==> src/rtl/cq_pkg.sv <==
// Types, codes and step-size constants of the coefficient quantizer.
// No dependencies; used by the top level and the checker.
package cq_pkg;

   localparam int QP_WIDTH        = 6;
   localparam int CSR_INDEX_WIDTH = 1;
   localparam int CSR_DATA_WIDTH  = 6;
   localparam int STEP_WIDTH      = 15;
   localparam int BASE_WIDTH      = 5;
   localparam int REM_WIDTH       = 5;
   localparam int BASE_IDX_WIDTH  = 3;
   localparam int SHIFT_WIDTH     = 4;
   localparam int THIRD_WIDTH     = 13;

   localparam int STEP_PERIOD = 6;
   localparam int DIV6_MUL    = 43;
   localparam int DIV6_SHIFT  = 8;
   localparam int THIRD_MUL   = 43691;
   localparam int THIRD_SHIFT = 17;

   localparam logic [CSR_INDEX_WIDTH-1:0] REG_QUANT_PARAM = 1'b0;
   localparam logic [CSR_INDEX_WIDTH-1:0] REG_QUANT_MODE  = 1'b1;

   typedef enum logic {
      CMD_QUANTIZE   = 1'b0,
      CMD_DEQUANTIZE = 1'b1
   } cmd_type;

   typedef enum logic {
      MODE_SCALAR   = 1'b0,
      MODE_DEADZONE = 1'b1
   } mode_type;

   function automatic logic [BASE_WIDTH-1:0] step_base(input logic [BASE_IDX_WIDTH-1:0] idx);
      logic [BASE_WIDTH-1:0] base;
      unique case (idx)
         3'd0: base = 5'd10;
         3'd1: base = 5'd11;
         3'd2: base = 5'd13;
         3'd3: base = 5'd14;
         3'd4: base = 5'd16;
         3'd5: base = 5'd18;
         default: base = 5'd10;
      endcase
      return base;
   endfunction

endpackage

==> src/rtl/cq_if.sv <==
// Valid/ready channel interfaces of the coefficient quantizer.
// Request carries command, coefficient and last flag; response carries value and last flag.
interface cq_req_if #(parameter int COEFF_WIDTH = 16);
   logic                          valid;
   logic                          ready;
   logic                          cmd;
   logic signed [COEFF_WIDTH-1:0] coeff_in;
   logic                          last_in;

   modport source (output valid, output cmd, output coeff_in, output last_in, input ready);
   modport sink   (input valid, input cmd, input coeff_in, input last_in, output ready);
endinterface

interface cq_rsp_if #(parameter int COEFF_WIDTH = 16);
   logic                          valid;
   logic                          ready;
   logic signed [COEFF_WIDTH-1:0] value_out;
   logic                          last_out;

   modport source (output valid, output value_out, output last_out, input ready);
   modport sink   (input valid, input value_out, input last_out, output ready);
endinterface

==> src/rtl/coefficient_quantizer.sv <==
// Pipelined scalar/deadzone quantizer and dequantizer, one coefficient per transaction.
// Depends on cq_pkg and the channel interfaces in cq_if.sv.
//
//   channel   direction   handshake             payload
//   req_ch    in          valid/ready           cmd, coeff_in, last_in
//   rsp_ch    out         valid/ready           value_out, last_out
//   csr_*     in          csr_wr_en, no wait    csr_index, csr_wdata
//
// One transaction per cycle while the response is not stalled. Pipeline, with M = max(COEFF_WIDTH,15):
// four setup stages, a restoring divider by the step base at 8 bits per stage over M bits, output.
// Synchronous reset clears valid bits and both registers (qp 0, scalar mode).
// A stalled response holds the whole pipeline; req_ch.ready drops only then.
module coefficient_quantizer #(
   parameter int COEFF_WIDTH = 16
) (
   input  logic                                 clock,
   input  logic                                 reset,
   cq_req_if.sink                               req_ch,
   cq_rsp_if.source                             rsp_ch,
   input  logic                                 csr_wr_en,
   input  logic [cq_pkg::CSR_INDEX_WIDTH-1:0]   csr_index,
   input  logic [cq_pkg::CSR_DATA_WIDTH-1:0]    csr_wdata
);
   import cq_pkg::*;

   localparam int SUM_WIDTH  = ((COEFF_WIDTH > STEP_WIDTH) ? COEFF_WIDTH : STEP_WIDTH) + 1;
   localparam int MAG_WIDTH  = SUM_WIDTH - 1;
   localparam int PROD_WIDTH = COEFF_WIDTH + STEP_WIDTH + 1;
   localparam int CMP_WIDTH  = (COEFF_WIDTH > THIRD_WIDTH) ? COEFF_WIDTH : THIRD_WIDTH;
   localparam int DIV_BITS   = 8;
   localparam int DIV_STAGES = (MAG_WIDTH + DIV_BITS - 1) / DIV_BITS;

   typedef struct packed {
      cmd_type                cmd;
      logic                   last;
      logic                   zero;
      logic                   neg;
      logic [COEFF_WIDTH-1:0] prod;
      logic [BASE_WIDTH-1:0]  base;
      logic [REM_WIDTH-1:0]   rem;
      logic [MAG_WIDTH-1:0]   work;
   } div_lane_type;

   logic [QP_WIDTH-1:0] qp_ff;
   mode_type            mode_ff;
   logic                advance;

   logic                          s1_valid_ff;
   cmd_type                       s1_cmd_ff;
   logic signed [COEFF_WIDTH-1:0] s1_coeff_ff;
   logic                          s1_last_ff;
   mode_type                      s1_mode_ff;
   logic [QP_WIDTH-1:0]           s1_qp_ff;

   logic [11:0]                   s1_div6;
   logic [SHIFT_WIDTH-1:0]        s1_shift_in;
   logic [QP_WIDTH-1:0]           s1_rem;
   logic [BASE_WIDTH-1:0]         s1_base_in;
   logic [STEP_WIDTH-1:0]         s1_step_in;

   logic                          s2_valid_ff;
   cmd_type                       s2_cmd_ff;
   logic signed [COEFF_WIDTH-1:0] s2_coeff_ff;
   logic                          s2_last_ff;
   mode_type                      s2_mode_ff;
   logic [STEP_WIDTH-1:0]         s2_step_ff;
   logic [SHIFT_WIDTH-1:0]        s2_shift_ff;
   logic [BASE_WIDTH-1:0]         s2_base_ff;

   logic [31:0]                   s2_third_prod;
   logic [THIRD_WIDTH-1:0]        s2_third_in;
   logic [STEP_WIDTH-1:0]         s2_addend;
   logic signed [PROD_WIDTH-1:0]  s2_prod_full;
   logic signed [SUM_WIDTH-1:0]   s2_sum;
   logic [SUM_WIDTH-1:0]          s2_sum_abs;
   logic [COEFF_WIDTH-1:0]        s2_abs_coeff_in;

   logic                          s3_valid_ff;
   cmd_type                       s3_cmd_ff;
   logic                          s3_last_ff;
   mode_type                      s3_mode_ff;
   logic [THIRD_WIDTH-1:0]        s3_third_ff;
   logic [COEFF_WIDTH-1:0]        s3_prod_ff;
   logic [MAG_WIDTH-1:0]          s3_mag_ff;
   logic                          s3_neg_ff;
   logic [COEFF_WIDTH-1:0]        s3_abs_coeff_ff;
   logic [SHIFT_WIDTH-1:0]        s3_shift_ff;
   logic [BASE_WIDTH-1:0]         s3_base_ff;

   div_lane_type                  div_entry_in;
   div_lane_type                  div_ff       [DIV_STAGES+1];
   div_lane_type                  div_in       [DIV_STAGES];
   logic                          div_valid_ff [DIV_STAGES+1];

   logic                          out_valid_ff;
   logic [COEFF_WIDTH-1:0]        out_value_ff;
   logic [COEFF_WIDTH-1:0]        out_value_in;
   logic                          out_last_ff;

   assign advance       = !out_valid_ff || rsp_ch.ready;
   assign req_ch.ready  = advance;
   assign rsp_ch.valid  = out_valid_ff;
   assign rsp_ch.value_out = out_value_ff;
   assign rsp_ch.last_out  = out_last_ff;

   always_ff @(posedge clock) begin
      if (reset) begin
         qp_ff   <= '0;
         mode_ff <= MODE_SCALAR;
      end else if (csr_wr_en) begin
         unique case (csr_index)
            REG_QUANT_PARAM: qp_ff   <= csr_wdata[QP_WIDTH-1:0];
            REG_QUANT_MODE:  mode_ff <= mode_type'(csr_wdata[0]);
            default: ;
         endcase
      end
   end

   always_comb begin
      s1_div6     = 12'(s1_qp_ff) * 12'(DIV6_MUL);
      s1_shift_in = s1_div6[DIV6_SHIFT +: SHIFT_WIDTH];
      s1_rem      = s1_qp_ff - QP_WIDTH'(s1_shift_in * STEP_PERIOD);
      s1_base_in  = step_base(s1_rem[BASE_IDX_WIDTH-1:0]);
      s1_step_in  = STEP_WIDTH'(s1_base_in) << s1_shift_in;
   end

   always_comb begin
      s2_third_prod   = 32'(s2_step_ff) * 32'(THIRD_MUL);
      s2_third_in     = s2_third_prod[THIRD_SHIFT +: THIRD_WIDTH];
      s2_addend       = (s2_mode_ff == MODE_SCALAR) ? (s2_step_ff >> 1) : '0;
      s2_prod_full    = PROD_WIDTH'(s2_coeff_ff) * PROD_WIDTH'($signed({1'b0, s2_step_ff}));
      s2_sum          = SUM_WIDTH'(s2_coeff_ff) + $signed(SUM_WIDTH'(s2_addend));
      s2_sum_abs      = s2_sum[SUM_WIDTH-1] ? SUM_WIDTH'(-s2_sum) : SUM_WIDTH'(s2_sum);
      s2_abs_coeff_in = s2_coeff_ff[COEFF_WIDTH-1] ? COEFF_WIDTH'(-s2_coeff_ff)
                                                   : COEFF_WIDTH'(s2_coeff_ff);
   end

   always_comb begin
      div_entry_in.cmd  = s3_cmd_ff;
      div_entry_in.last = s3_last_ff;
      div_entry_in.zero = (s3_mode_ff == MODE_DEADZONE) &&
                          (CMP_WIDTH'(s3_abs_coeff_ff) < CMP_WIDTH'(s3_third_ff));
      div_entry_in.neg  = s3_neg_ff;
      div_entry_in.prod = s3_prod_ff;
      div_entry_in.base = s3_base_ff;
      div_entry_in.rem  = '0;
      div_entry_in.work = s3_mag_ff >> s3_shift_ff;
   end

   always_ff @(posedge clock) begin
      if (reset) begin
         s1_valid_ff     <= 1'b0;
         s2_valid_ff     <= 1'b0;
         s3_valid_ff     <= 1'b0;
         div_valid_ff[0] <= 1'b0;
      end else if (advance) begin
         s1_valid_ff     <= req_ch.valid;
         s2_valid_ff     <= s1_valid_ff;
         s3_valid_ff     <= s2_valid_ff;
         div_valid_ff[0] <= s3_valid_ff;
      end
   end

   always_ff @(posedge clock) begin
      if (advance) begin
         s1_cmd_ff       <= cmd_type'(req_ch.cmd);
         s1_coeff_ff     <= req_ch.coeff_in;
         s1_last_ff      <= req_ch.last_in;
         s1_mode_ff      <= mode_ff;
         s1_qp_ff        <= qp_ff;

         s2_cmd_ff       <= s1_cmd_ff;
         s2_coeff_ff     <= s1_coeff_ff;
         s2_last_ff      <= s1_last_ff;
         s2_mode_ff      <= s1_mode_ff;
         s2_step_ff      <= s1_step_in;
         s2_shift_ff     <= s1_shift_in;
         s2_base_ff      <= s1_base_in;

         s3_cmd_ff       <= s2_cmd_ff;
         s3_last_ff      <= s2_last_ff;
         s3_mode_ff      <= s2_mode_ff;
         s3_third_ff     <= s2_third_in;
         s3_prod_ff      <= s2_prod_full[COEFF_WIDTH-1:0];
         s3_mag_ff       <= s2_sum_abs[MAG_WIDTH-1:0];
         s3_neg_ff       <= s2_sum[SUM_WIDTH-1];
         s3_abs_coeff_ff <= s2_abs_coeff_in;
         s3_shift_ff     <= s2_shift_ff;
         s3_base_ff      <= s2_base_ff;

         div_ff[0]       <= div_entry_in;
      end
   end

   for (genvar d = 0; d < DIV_STAGES; d++) begin : g_div
      localparam int FIRST = d * DIV_BITS;
      localparam int NBITS = (MAG_WIDTH - FIRST > DIV_BITS) ? DIV_BITS : MAG_WIDTH - FIRST;

      always_comb begin
         div_lane_type       lane;
         logic [REM_WIDTH:0] trial;
         lane  = div_ff[d];
         trial = '0;
         for (int j = 0; j < NBITS; j++) begin
            trial     = {lane.rem, lane.work[MAG_WIDTH-1]};
            lane.work = {lane.work[MAG_WIDTH-2:0], 1'b0};
            if (trial >= {1'b0, lane.base}) begin
               trial        = trial - {1'b0, lane.base};
               lane.work[0] = 1'b1;
            end
            lane.rem = trial[REM_WIDTH-1:0];
         end
         div_in[d] = lane;
      end

      always_ff @(posedge clock) begin
         if (reset) begin
            div_valid_ff[d+1] <= 1'b0;
         end else if (advance) begin
            div_valid_ff[d+1] <= div_valid_ff[d];
         end
      end

      always_ff @(posedge clock) begin
         if (advance) begin
            div_ff[d+1] <= div_in[d];
         end
      end
   end

   always_comb begin
      if (div_ff[DIV_STAGES].cmd == CMD_DEQUANTIZE) begin
         out_value_in = div_ff[DIV_STAGES].prod;
      end else if (div_ff[DIV_STAGES].zero) begin
         out_value_in = '0;
      end else if (div_ff[DIV_STAGES].neg) begin
         out_value_in = COEFF_WIDTH'(-div_ff[DIV_STAGES].work);
      end else begin
         out_value_in = COEFF_WIDTH'(div_ff[DIV_STAGES].work);
      end
   end

   always_ff @(posedge clock) begin
      if (reset) begin
         out_valid_ff <= 1'b0;
      end else if (advance) begin
         out_valid_ff <= div_valid_ff[DIV_STAGES];
      end
   end

   always_ff @(posedge clock) begin
      if (advance) begin
         out_value_ff <= out_value_in;
         out_last_ff  <= div_ff[DIV_STAGES].last;
      end
   end

endmodule

==> src/flat_wrapper.sv <==
// flat-port wrapper written by rule: the top's interface ports become plain ports
module coefficient_quantizer_flat import cq_pkg::*;
#(
   parameter int COEFF_WIDTH = 16
)
  (clock, reset, csr_wr_en, csr_index, csr_wdata, req_ch_valid, req_ch_cmd, req_ch_coeff_in, req_ch_last_in, req_ch_ready, rsp_ch_valid, rsp_ch_value_out, rsp_ch_last_out, rsp_ch_ready);
  cq_req_if #(.COEFF_WIDTH(COEFF_WIDTH)) req_ch_i ();
  cq_rsp_if #(.COEFF_WIDTH(COEFF_WIDTH)) rsp_ch_i ();
  input  logic clock;
  input  logic reset;
  input  logic csr_wr_en;
  input  logic [cq_pkg::CSR_INDEX_WIDTH-1:0] csr_index;
  input  logic [cq_pkg::CSR_DATA_WIDTH-1:0] csr_wdata;
  input wire logic [$bits(req_ch_i.valid)-1:0] req_ch_valid;
  input wire logic [$bits(req_ch_i.cmd)-1:0] req_ch_cmd;
  input wire logic [$bits(req_ch_i.coeff_in)-1:0] req_ch_coeff_in;
  input wire logic [$bits(req_ch_i.last_in)-1:0] req_ch_last_in;
  output wire logic [$bits(req_ch_i.ready)-1:0] req_ch_ready;
  output wire logic [$bits(rsp_ch_i.valid)-1:0] rsp_ch_valid;
  output wire logic [$bits(rsp_ch_i.value_out)-1:0] rsp_ch_value_out;
  output wire logic [$bits(rsp_ch_i.last_out)-1:0] rsp_ch_last_out;
  input wire logic [$bits(rsp_ch_i.ready)-1:0] rsp_ch_ready;
  assign req_ch_i.valid = req_ch_valid;
  assign req_ch_i.cmd = req_ch_cmd;
  assign req_ch_i.coeff_in = req_ch_coeff_in;
  assign req_ch_i.last_in = req_ch_last_in;
  assign req_ch_ready = req_ch_i.ready;
  assign rsp_ch_valid = rsp_ch_i.valid;
  assign rsp_ch_value_out = rsp_ch_i.value_out;
  assign rsp_ch_last_out = rsp_ch_i.last_out;
  assign rsp_ch_i.ready = rsp_ch_ready;
  coefficient_quantizer #(.COEFF_WIDTH(COEFF_WIDTH)) u_core (.clock(clock), .reset(reset), .req_ch(req_ch_i), .rsp_ch(rsp_ch_i), .csr_wr_en(csr_wr_en), .csr_index(csr_index), .csr_wdata(csr_wdata));
endmodule
==> config.mk <==
export PLATFORM = sky130hd
export DESIGN_NAME = coefficient_quantizer_flat
export DESIGN_NICKNAME = d
export VERILOG_FILES = /design/src/rtl/cq_pkg.sv /design/src/rtl/cq_if.sv /design/src/rtl/coefficient_quantizer.sv /design/src/flat_wrapper.sv
export SDC_FILE = /design/constraint.sdc
export NUM_CORES = 1
export LEC_CHECK = 0
export BUFFER_PORTS_ARGS = -buffer_cell sky130_fd_sc_hd__buf_2
export CAP_MARGIN = 30
export CORE_MARGIN = 3
export CORE_UTILIZATION = 34
export DETAILED_ROUTE_END_ITERATION = 8
export PLACE_DENSITY = 0.45
export SLEW_MARGIN = 5
export SYNTH_ARGS = -nofsm -noshare
export SYNTH_HDL_FRONTEND = slang
export SYNTH_SLANG_ARGS = --single-unit
==> constraint.sdc <==
create_clock -name clock -period 14.9 [get_ports clock]
set_input_delay 0.745 -clock clock [delete_from_list [all_inputs] [get_ports clock]]
set_output_delay 0.745 -clock clock [all_outputs]
set_load 0.005 [all_outputs]
# --- Yosys cells after proc, flatten, opt, wreduce, memory -nomap -nowiden ---
# Memory sizes are Yosys's and may differ from the RTL's. A register that Yosys moved wholly into a read port is not among the register bits.
# Cells that the tools add are included.
word_totals:
  wordCells: 138
  rom_bits: 0
  latch_bits: 0
  out_inout_bits: 19
  inputBits: 30
  ramBits: 141
  reg_bits: 169
  n_memories: 2
classes:
  eq_ne: 5
  n_lt_le_gt_ge: 17
  n_mul: 4
  shifts: 2
  n_mux: 48
  div_mod_pow: 0
  bitwise_logic: 4
  add_sub_neg: 21
  n_reduce_logical: 5
memory_table:
  columns: ["memory", "depth", "width", "rd", "rd_ports_with_merged_regs", "wr", "line", "source"]
  rows:
  - ["u_core.div_ff", 3, 46, 3, 0, 3, "coefficient_quantizer.sv:91", "div_lane_type div_ff [DIV_STAGES+1];"]
  - ["u_core.div_valid_ff", 3, 1, 3, 1, 3, "coefficient_quantizer.sv:93", "logic div_valid_ff [DIV_STAGES+1];"]
ops:
  columns: ["cell", "n"]
  rows:
  - ["6-bit by 5-bit greater-or-equal comparator with 1-bit output", 16]
  - ["5-bit 2-to-1 mux", 16]
  - ["5-bit subtractor", 16]
  - ["16-bit 2-to-1 mux", 4]
  - ["16-bit negator", 3]
  - ["15-bit by 16-bit multiplier with 30-bit output (second input constant)", 1]
  - ["1-bit 2-to-1 mux", 25]
  - ["5-bit case mux with 5 select lines", 1]
  - ["16-bit by 15-bit adder with 17-bit output", 1]
  - ["16-bit by 13-bit < comparator with 1-bit output", 1]
  - ["16-bit by 16-bit multiplier with 16-bit output", 1]
  - ["16-bit by 4-bit >> shifter with 16-bit output", 1]
  - ["15-bit 2-to-1 mux", 1]
  - ["5-bit by 4-bit << shifter with 15-bit output", 1]
  - ["14-bit 2-to-1 mux", 1]
  - ["6-bit by 6-bit multiplier with 12-bit output (second input constant)", 1]
  - ["3-bit by 2-bit equality test with 1-bit output (second input constant)", 2]
  - ["3-bit equality test (second input constant)", 2]
  - ["4-bit by 2-bit multiplier with 2-bit output (second input constant)", 1]
  - ["2-bit AND reduction", 2]
  - ["3-bit by 1-bit equality test with 1-bit output (second input constant)", 1]
  - ["1-bit bitwise OR", 3]
  - ["3-bit subtractor", 1]
  - ["1-bit logical AND", 1]
  - ["3 further kinds", 3]

# --- Depth between registers and ports, before layout ---
# Gate-level depths: netlist (run 1).
# An unclocked memory read counts as a cell.
logic_depth:
  depth_word: 17
  depth_mapped: 70
  depth_no_buf: 68

# --- Worst setup path before layout (run 1) ---
# No wires, ideal clock.
synth_path:
  kind: "flip-flop to flip-flop"
  start: "memory u_core.div_ff[0][22] (netlist name)"
  end: "memory u_core.div_ff[0][63] (netlist name), data pin"
  setup_ns: 0.260
  path_buffers: 1
  stages_incl_launch_ff: 64
  t_arrival_ns: 13.025
  period_less_slack_ns: 13.285
  path_slack_ns: 1.615
  required_ns: 14.640
  path_cell_list: "edfxtp_1 > inv_1 > ha_1 > inv_1 > nand2_1 > a31oi_1 > inv_1 > fa_1 > nand2b_1 > a21oi_1 > o21ai_1 > nand2_1 > o21ai_0 > fa_1 > nand2b_1 > a21oi_1 > a32oi_1 > nand2_1 > [28 not listed] > ha_1 > nor2b_1 > o21ai_0 > nand2b_1 > a41o_1 > a21o_1 > a211o_1 > or4b_1 > o21a_1 > buf_6 > mux2i_1 > fa_1 > a21o_1 > a21oi_1 > nand2_1 > a21oi_1 > o211ai_4 > mux2_2"
synth_lines:
  columns: ["item", "line"]
  rows:
  - ["start: declaration", "coefficient_quantizer.sv:91"]

==> out/qor.yml, run 1 <==
place:
  pre_cts_ws_ns: -0.0281
  dpl.hpwl_um: 38900
  place_congestion: 0.805
  port_buffers: 48
logic_synthesis:
  synth.distinct_cells: 83
  seq_area_frac_synth_pct: 37.4
  yosysWarnings: 0
  synth_xor_area_share_pct: 5.64
  netlist_instances: 2092
  synthFlopType: "edfxtp_1"
  synth_top_family_by_area: "adder cells"
  synth_seq_cells: 296
  synth-adder-area-share_pct: 28.8
  synthesis.nets: 2566
  postSynth.asyncResetShare_pct: 0
  ys_top_cells_by_area: "edfxtp_1 (36%), ha_1 (15%), fa_1 (14%), inv_1 (5.1%), xnor2_1 (4.5%)"
  synth_edf_count: 285
  synthMuxAreaShare_pct: 3.58
  synth_area_mm2: 0.0235
  synth_simple_gate_area_share_pct: 9.43
  netlist.area_leader.share_pct: 36.5
  synth_area_per_cell_um2: 11.2
  synth_largest_area_cell: "edfxtp_1"
  synth_compound_area_share_pct: 9.12
sta:
  min_period_ns: 13.81
  finClkSkew_ns: 0.0203
  hold_violations: 0
  slew_violations: 0
  worst_pin_slew_ns: 0.923
  max_freq_mhz: 72.4
  max_slew_margin_pct: 38.0
  finalSetupViolCount: 0
  setup_ws_ns: 1.09
  worst_hold_slack_ns: 0.379
  timing.final.crit_share_pct: 92.7
cts:
  cts_sinks: 296
  insertion_delay_ns: 0.55
  cts_buffer_depth: 3
  clk_pin_slew_ns: 0.05
  htree_num_levels: 2
  root_buffer: "clkbuf_16"
  cts_buffers: 39
  cts_tree: "yes"
floorplanning:
  rows: 95
  initial_core_util_pct: 34.6
  fp.coreArea_mm2: 0.0678
  die_w_um: 269
  io_pins: 49
  dieArea_mm2: 0.0722
  die-height_um: 269
global_routing:
  grt_pass1_wl_um: 86100
  grt_overflow: 0
  antenna_found_initial: 1
  grt_usage_pct: 15.1
  grt_pass1_vias: 15980
  grt_max_degree: 99
critical_path:
  path_depth: 66
  critPathBufInv: 6
  ff2ff_path_depth: 66
  critPathCaptureType: "flop"
  crit_path_max_incr_delay_ns: 0.51
  cp-start-kind: "flop"
  crit_fanout: 10
  arrival_ns: 14.09
  crit_type: "reg2reg"
  cp_top_family: "compound AO/OA/AOI/OAI gates"
  crit_path_top_delay_cell: "or4b_1"
  cpMostUsedCell: "ha_1"
  crit_required_ns: 15.18
drt:
  drtIter0Drc: 785
  wirelength_um: 52900
  num_vias: 14978
  remaining_drc_errors: 0
  via_per_inst: 4.89
  wl_per_cell_um: 17.2
  drtPass1Iterations: 5
  postRouteAntennaNets: 0
finish:
  drive_gt1_share_pct: 8.66
  insertedDiodeCount: 0
  fill_cells: 6626
  layout_commonest_cell: "inv_1"
  area_growth_pct: 11.3
  final_cell_mix: "inv_1 (317), edfxtp_1 (285), ha_1 (283)"
  fin_nets: 2638
hold_path:
  hold_depth: 1
  hp-class: "in2reg"
status:
  outcome: "completed"
job:
  max_cap_violations: 0
==> layer usage <==
| layer | share of wire [%] | global-route usage, % | wire length, um | vias to the layer above |
|---|---|---|---|---|
| met5 | 0 | 0 | 0 | - |
| met4 | 1.6 | 3.06 | 856 | 0 |
| li1 | - | - | - | 7356 |
| met2 | 49 | 26.7 | 26100 | 175 |
| met1 | 46 | 20.0 | 24600 | 7381 |
| met3 | 2.5 | 1.92 | 1340 | 66 |
==> cells in the mapped netlist (all sizes together), types with 14 or more instances <==
cell      n
a211oi   18
a21o     40
a21oi    86
a22o     18
and2     58
clkbuf   43
edfxtp  285
fa      161
ha      283
inv     320
mux2     28
mux2i    45
nand2   134
nand2b   26
nand3    14
nor2     90
nor2b    37
o21ai    59
xnor2   120
xor2     31
==> metrics by stage <==
| stage | cells | setup TNS, ns | area (um^2) | util (%) |
|---|---|---|---|---|
| after floorplan | 2092 | 0 | 23500 | - |
| after global placement | 2987 | 0 | 24800 | 36.6 |
| after CTS | 3058 | 0 | 25900 | 38.3 |
| final | 3066 | 0 | 26100 | 38.5 |
| after detailed placement | 2988 | -0.104 | 24800 | 36.6 |
| after global routing | 3066 | -0.178 | 26100 | 38.5 |
==> cell type report <==
type	instances	area (um^2)	share of cell area, %
clock inverter	21	139	0.532
clock buffer	49	1030	3.96
inverter	323	1220	4.69
tap	873	1090	4.18
sequential	296	8780	33.6
timing repair buffer	78	485	1.86
multi-input combinational	1426	13400	51.1
==> registers in the layout, indices dropped and copies added (netlist names), 6 cells and up <==
name,cells
u_core.s2_step_ff,15
u_core.s3_mag_ff,16
u_core.s1_qp_ff,6
u_core.div_ff,123
u_core.rsp_ch.value_out,16
u_core.s3_third_ff,13
u_core.qp_ff,6
u_core.s1_coeff_ff,16
u_core.s2_coeff_ff,16
u_core.s3_abs_coeff_ff,16
u_core.s3_prod_ff,16
==> final timing paths <==
check,from,endpoint,slack [ns]
worst max-delay path,u_core.div_ff[0][15],u_core.div_ff[0][66],1.09
worst min-delay path,req_ch_last_in,u_core.s1_last_ff,0.38
worst max register to register,u_core.div_ff[0][15],u_core.div_ff[0][66],1.09
worst min register to register,u_core.div_ff[0][90],u_core.div_ff[0][136],0.41
==> kinds of logic (layout without fill, tap and decap cells) <==
group | Yosys count | count (layout)
and+or+nand+nor | 441 | 441
AOI/OAI and AO/OA | 314 | 314
DFF | 296 | 296
muxes | 76 | 76
xor gates and xnor gates | 151 | 151
adders and majority gates | 444 | 444
buffers and inverters | 370 | 471
==> timing repair <==
item,in CTS,in global routing
setup endpoints to repair,4,7
pin swaps,0,1
gates cloned,0,0
setup buffers,0,7
endpoints found under the hold margin,0,0
hold buffers,0,0
gates resized for setup,1,23
Power of run 1 is not shown: default switching activity piles up to over one toggle a cycle in this logic, so the estimate is an artifact.
==> run 2: changes to the inputs <==
--- a/config.mk
+++ b/config.mk
@@ -5,6 +5,7 @@
 export SDC_FILE = /design/constraint.sdc
 export NUM_CORES = 1
 export LEC_CHECK = 0
+export ABC_AREA = 1
 export BUFFER_PORTS_ARGS = -buffer_cell sky130_fd_sc_hd__buf_2
 export CAP_MARGIN = 30
 export CORE_MARGIN = 3
==> run 2 against run 1 <==
Compared with the run above: first-iteration DRC count grew 18%; synthesized cell count grew 24%; sequential cell count is the same; cell area grew 3.1%; sequential share of layout area shrank 1.0 points; final cell count grew 18%; core utilization shrank 0.37 points; critical path type unchanged; register-to-register slack gained 1.6 ns; area after synthesis grew 3.8%.
==> out/qor.yml, run 2 <==
status:
  outcome: "completed"
drt:
  via_per_inst: 4.68
  drtIter0Drc: 925
  remaining_drc_errors: 0
  wl_per_cell_um: 15.5
  postRouteAntennaNets: 0
  drtPass1Iterations: 5
  num_vias: 16917
  wirelength_um: 56000
global_routing:
  grt_max_degree: 123
  grt_overflow: 0
  grt_pass1_wl_um: 92400
  antenna_found_initial: 0
  grt_pass1_vias: 17547
  grt_usage_pct: 15.4
logic_synthesis:
  netlist_instances: 2587
  synth.distinct_cells: 57
  synth_simple_gate_area_share_pct: 15.4
  ys_top_cells_by_area: "edfxtp_1 (35%), ha_1 (15%), fa_1 (13%), inv_1 (7.7%), nand2_1 (7.6%)"
  netlist_top_cells_count: "inv_1 (502), nand2_1 (496), edfxtp_1 (285)"
  synth_area_mm2: 0.0243
  synth_top_family_by_area: "adder cells"
  synth.most_common_cell: "inv_1"
  synth_area_per_cell_um2: 9.41
  synth_xor_area_share_pct: 4.89
  synth_largest_area_cell: "edfxtp_1"
  yosysWarnings: 0
  postSynth.asyncResetShare_pct: 0
  synth_edf_count: 285
  synthFlopType: "edfxtp_1"
  synth_seq_cells: 296
  synthesis.nets: 3061
  netlist.area_leader.share_pct: 35.2
  synth_compound_area_share_pct: 7.05
  synth-adder-area-share_pct: 27.8
  seq_area_frac_synth_pct: 36.1
  synthMuxAreaShare_pct: 0.0823
cts:
  post_cts_resized: 0
  htree_num_levels: 2
  clk_pin_slew_ns: 0.06
  cts_buffer_depth: 3
  hold_buffers: 0
  root_buffer: "clkbuf_16"
  cts_buffers: 38
  cts_tree: "yes"
  post-cts-setup-buffers: 0
  insertion_delay_ns: 0.54
  cts_sinks: 296
critical_path:
  crit_path_max_incr_delay_ns: 0.81
  worstReg2RegStart: "u_core.div_ff[0][22]"
  cp-startpoint: "u_core.div_ff[0][22]"
  arrival_ns: 12.52
  cp-start-kind: "flop"
  crit_type: "reg2reg"
  cpMostUsedCell: "nand2_1"
  crit_required_ns: 15.19
  crit_path_top_delay_cell: "edfxtp_1"
  cp_top_family: "compound AO/OA/AOI/OAI gates"
  critPathBufInv: 8
  crit_fanout: 10
  critPathCaptureType: "flop"
floorplanning:
  io_pins: 49
  dieArea_mm2: 0.0748
  initial_core_util_pct: 34.5
  fp.coreArea_mm2: 0.0705
  die-height_um: 274
  rows: 97
  die_w_um: 274
finish:
  layout_commonest_cell: "inv_1"
  largest_register_ffs: 123
  drive_gt1_share_pct: 7.22
  area_growth_pct: 10.6
  fill_cells: 7058
  insertedDiodeCount: 0
  final_cell_mix: "inv_1 (501), nand2_1 (496), edfxtp_1 (285)"
  final_cells: 3613
  regMostFlops: "u_core.div_ff"
  fin_nets: 3119
sta:
  finClkSkew_ns: 0.0124
  max_freq_mhz: 81.8
  timing.final.crit_share_pct: 82.1
  finalSetupViolCount: 0
  min_period_ns: 12.23
  rsz0062_at_grt: "false"
  max_slew_margin_pct: 37.2
  hold_violations: 0
  setup_tns_ns: 0
  worst_pin_slew_ns: 0.942
  worst_hold_slack_ns: 0.378
  slew_violations: 0
place:
  placed_cells: 3545
  dpl.hpwl_um: 43100
  place_congestion: 0.837
  port_buffers: 48
hold_path:
  hold_start: "reset"
  hp-class: "in2reg"
job:
  max_cap_violations: 0
## run 2: changes by cell type in the layout (fill, tap and decap cells not counted), sizes merged, moves of 55 or more
cell / delta
xor2: +57
o21ai: +80
xnor2: -72
nand3: +105
nand2: +383
and2: -55
inv: +190
## run 2: kinds of logic after synthesis
family          count (synthesis)
buf+inv                       559
fa+ha+maj                     444
xor+xnor                      136
simple gates                  844
compound gates                306
mux                             2
flops                         296
## run 2: final timing paths
path	to	slack, ns	cells past startpoint
max	u_core.div_ff[0][64]	2.67	60
min reg2reg	u_core.div_ff[0][24]	0.40	0
min	u_core.mode_ff	0.38	2
max reg2reg	u_core.div_ff[0][64]	2.67	60
## run 2: worst register-to-register path: cells and delay by family (launching register included)
family          cells  cell delay [ns]
buf+inv             8             1.08
compound gates     13             3.47
flops               1             0.81
fa+ha+maj           8             3.25
simple gates       31             3.37
## run 2: routing by layer
layer  track usage [%]  part of all wire [%]  vias to the layer above
li1                  -                     -                     8524
met1              20.9                    47                     8021
met2              25.4                    46                      290
met3              2.48                   4.2                       82
met4              4.49                   2.6                        0
met5                 0                     0                        -
## run 2: area by class of cell
class                      instances  area, um^2  area share, %
multi-input combinational       1732       13500           50.0
timing repair buffer              65         368           1.37
tap                              940        1180           4.37
clock inverter                    17         175          0.651
inverter                         512        1930           7.18
clock buffer                      51        1030           3.83
sequential                       296        8780           32.6
## run 2: stage by stage
| step | util, % | cell area, um^2 | setup WS (ns) |
|---|---|---|---|
| 6_report | 38.2 | 26900 | 2.67 |
| 2_1_floorplan | - | 24300 | 4.38 |
| 5_1_grt | 38.2 | 26900 | 1.34 |
| 4_1_cts | 38.2 | 26900 | 2.62 |
| 3_3_place_gp | 36.5 | 25700 | 3.20 |
| 3_5_place_dp | 36.5 | 25700 | 2.67 |
Power of run 2 is left out for the same reason.
==> run 3: changes to the inputs <==
==> constraint.sdc (replaced) <==
create_clock -name clock -period 12.5 [get_ports clock]
set_input_delay 0.625 -clock clock [delete_from_list [all_inputs] [get_ports clock]]
set_output_delay 0.625 -clock clock [all_outputs]
set_load 0.005 [all_outputs]
==> run 3 against run 2 <==
Compared with the run above: via count rose by 0.64%; largest cell class unchanged; sequential cell count did not move; highest routed layer unchanged; register-to-register slack got worse by 1.6 ns; wire length rose by 0.42%.
==> out/qor.yml, run 3 (synthesis results as in run 2) <==
finish:
  drive_gt1_share_pct: 7.93
  insertedDiodeCount: 0
  final_util_pct: 38.5
  area_growth_pct: 11.4
  regMostFlops: "u_core.div_ff"
  final_cell_mix: "inv_1 (499), nand2_1 (496), edfxtp_1 (285)"
  largest_register_ffs: 123
  layout_commonest_cell: "inv_1"
  fin_nets: 3131
global_routing:
  grt_usage_pct: 15.4
  grt_pass1_vias: 17594
  grt_overflow: 0
  grt_max_degree: 121
  grt_pass1_wl_um: 92200
  antenna_found_initial: 0
hold_path:
  hold_start: "req_ch_coeff_in[15]"
  hp-class: "in2reg"
drt:
  drtPass1Iterations: 7
  postRouteAntennaNets: 0
  drtIter0Drc: 918
  remaining_drc_errors: 0
  wl_per_cell_um: 15.5
  num_vias: 17026
  wirelength_um: 56300
  via_per_inst: 4.69
critical_path:
  crit_fanout: 10
  crit_path_max_incr_delay_ns: 0.48
  crit_path_top_delay_cell: "edfxtp_1"
  crit_type: "reg2reg"
  worstReg2RegStart: "u_core.div_ff[0][21]"
  cp-start-kind: "flop"
  crit_required_ns: 12.82
  cpMostUsedCell: "nand2_1"
  critPathCaptureType: "flop"
  cp-startpoint: "u_core.div_ff[0][21]"
  arrival_ns: 11.76
floorplanning:
  initial_core_util_pct: 34.5
  fp.coreArea_mm2: 0.0705
  rows: 97
  io_pins: 49
  die_w_um: 274
  dieArea_mm2: 0.0748
  die-height_um: 274
sta:
  finalSetupViolCount: 0
  timing.final.crit_share_pct: 91.5
  max_freq_mhz: 87.4
  rsz0062_at_grt: "false"
  max_slew_margin_pct: 38.6
  worst_hold_slack_ns: 0.220
  setup_tns_ns: 0
  slew_violations: 0
  setup_ws_ns: 1.06
  finClkSkew_ns: 0.0450
  worst_pin_slew_ns: 0.921
  hold_violations: 0
  min_period_ns: 11.44
cts:
  cts_tree: "yes"
  insertion_delay_ns: 0.58
  cts_buffers: 39
  htree_num_levels: 2
  clk_pin_slew_ns: 0.06
  root_buffer: "clkbuf_16"
  cts_buffer_depth: 3
  cts_sinks: 296
place:
  pre_cts_ws_ns: 0.740
  port_buffers: 48
  place_congestion: 0.838
  dpl.hpwl_um: 43300
status:
  outcome: "completed"
job:
  max_cap_violations: 0
-- run 3: cell types whose count changed in the layout (fill, tap and decap cells not counted), sizes merged --
cell,delta
buf,+11
clkinv,+8
clkbuf,-5
inv,-2
bufinv,+1
clkinvlp,+1
-- run 3: path summary, 6_finish.rpt --
| path | endpoint | slack (ns) | depth (start not counted) |
|---|---|---|---|
| max reg2reg | u_core.div_ff[0][62] | 1.06 | 61 |
| max | u_core.div_ff[0][62] | 1.06 | 61 |
| min | u_core.s1_coeff_ff[15] | 0.22 | 1 |
| min reg2reg | u_core.div_ff[0][42] | 0.39 | 0 |
-- run 3: worst max-delay path: cells and delay by family, from the launching register on --
| family | cells | cell delay (ns) |
|---|---|---|
| AND/OR/NAND/NOR | 31 | 3.53 |
| buffers and inverters | 7 | 0.66 |
| adder cells (fa/ha/maj) | 9 | 3.34 |
| AO/OA/AOI/OAI | 14 | 3.15 |
| flip-flops | 1 | 0.48 |
-- run 3: layer usage --
metal / wire [um] / global-route usage (%)
met5: 0 / 0
met4: 1310 / 4.16
met3: 2250 / 2.40
met2: 26300 / 25.7
met1: 26400 / 20.9
-- run 3: repair_timing --
item,in CTS,in global routing
buffers inserted,0,8
setup endpoints to repair,0,7
hold endpoints to repair,0,0
hold buffers,0,0
resized for setup,0,5
-- run 3: final cells by class --
type                       instances  area [um^2]
fill                            7027        43400
multi-input combinational       1732        13500
sequential                       296         8780
inverter                         512         1940
tap                              940         1180
clock buffer                      46         1020
timing repair buffer              76          450
clock inverter                    25          287
-- run 3: metrics by stage --
stage / instance area (um^2) / std cells
4_1_cts: 27000 / 3619
3_5_place_dp: 25700 / 3548
2_1_floorplan: 24300 / 2587
3_3_place_gp: 25700 / 3548
5_1_grt: 27100 / 3627
6_report: 27100 / 3627
Power of run 3 is left out for the same reason.
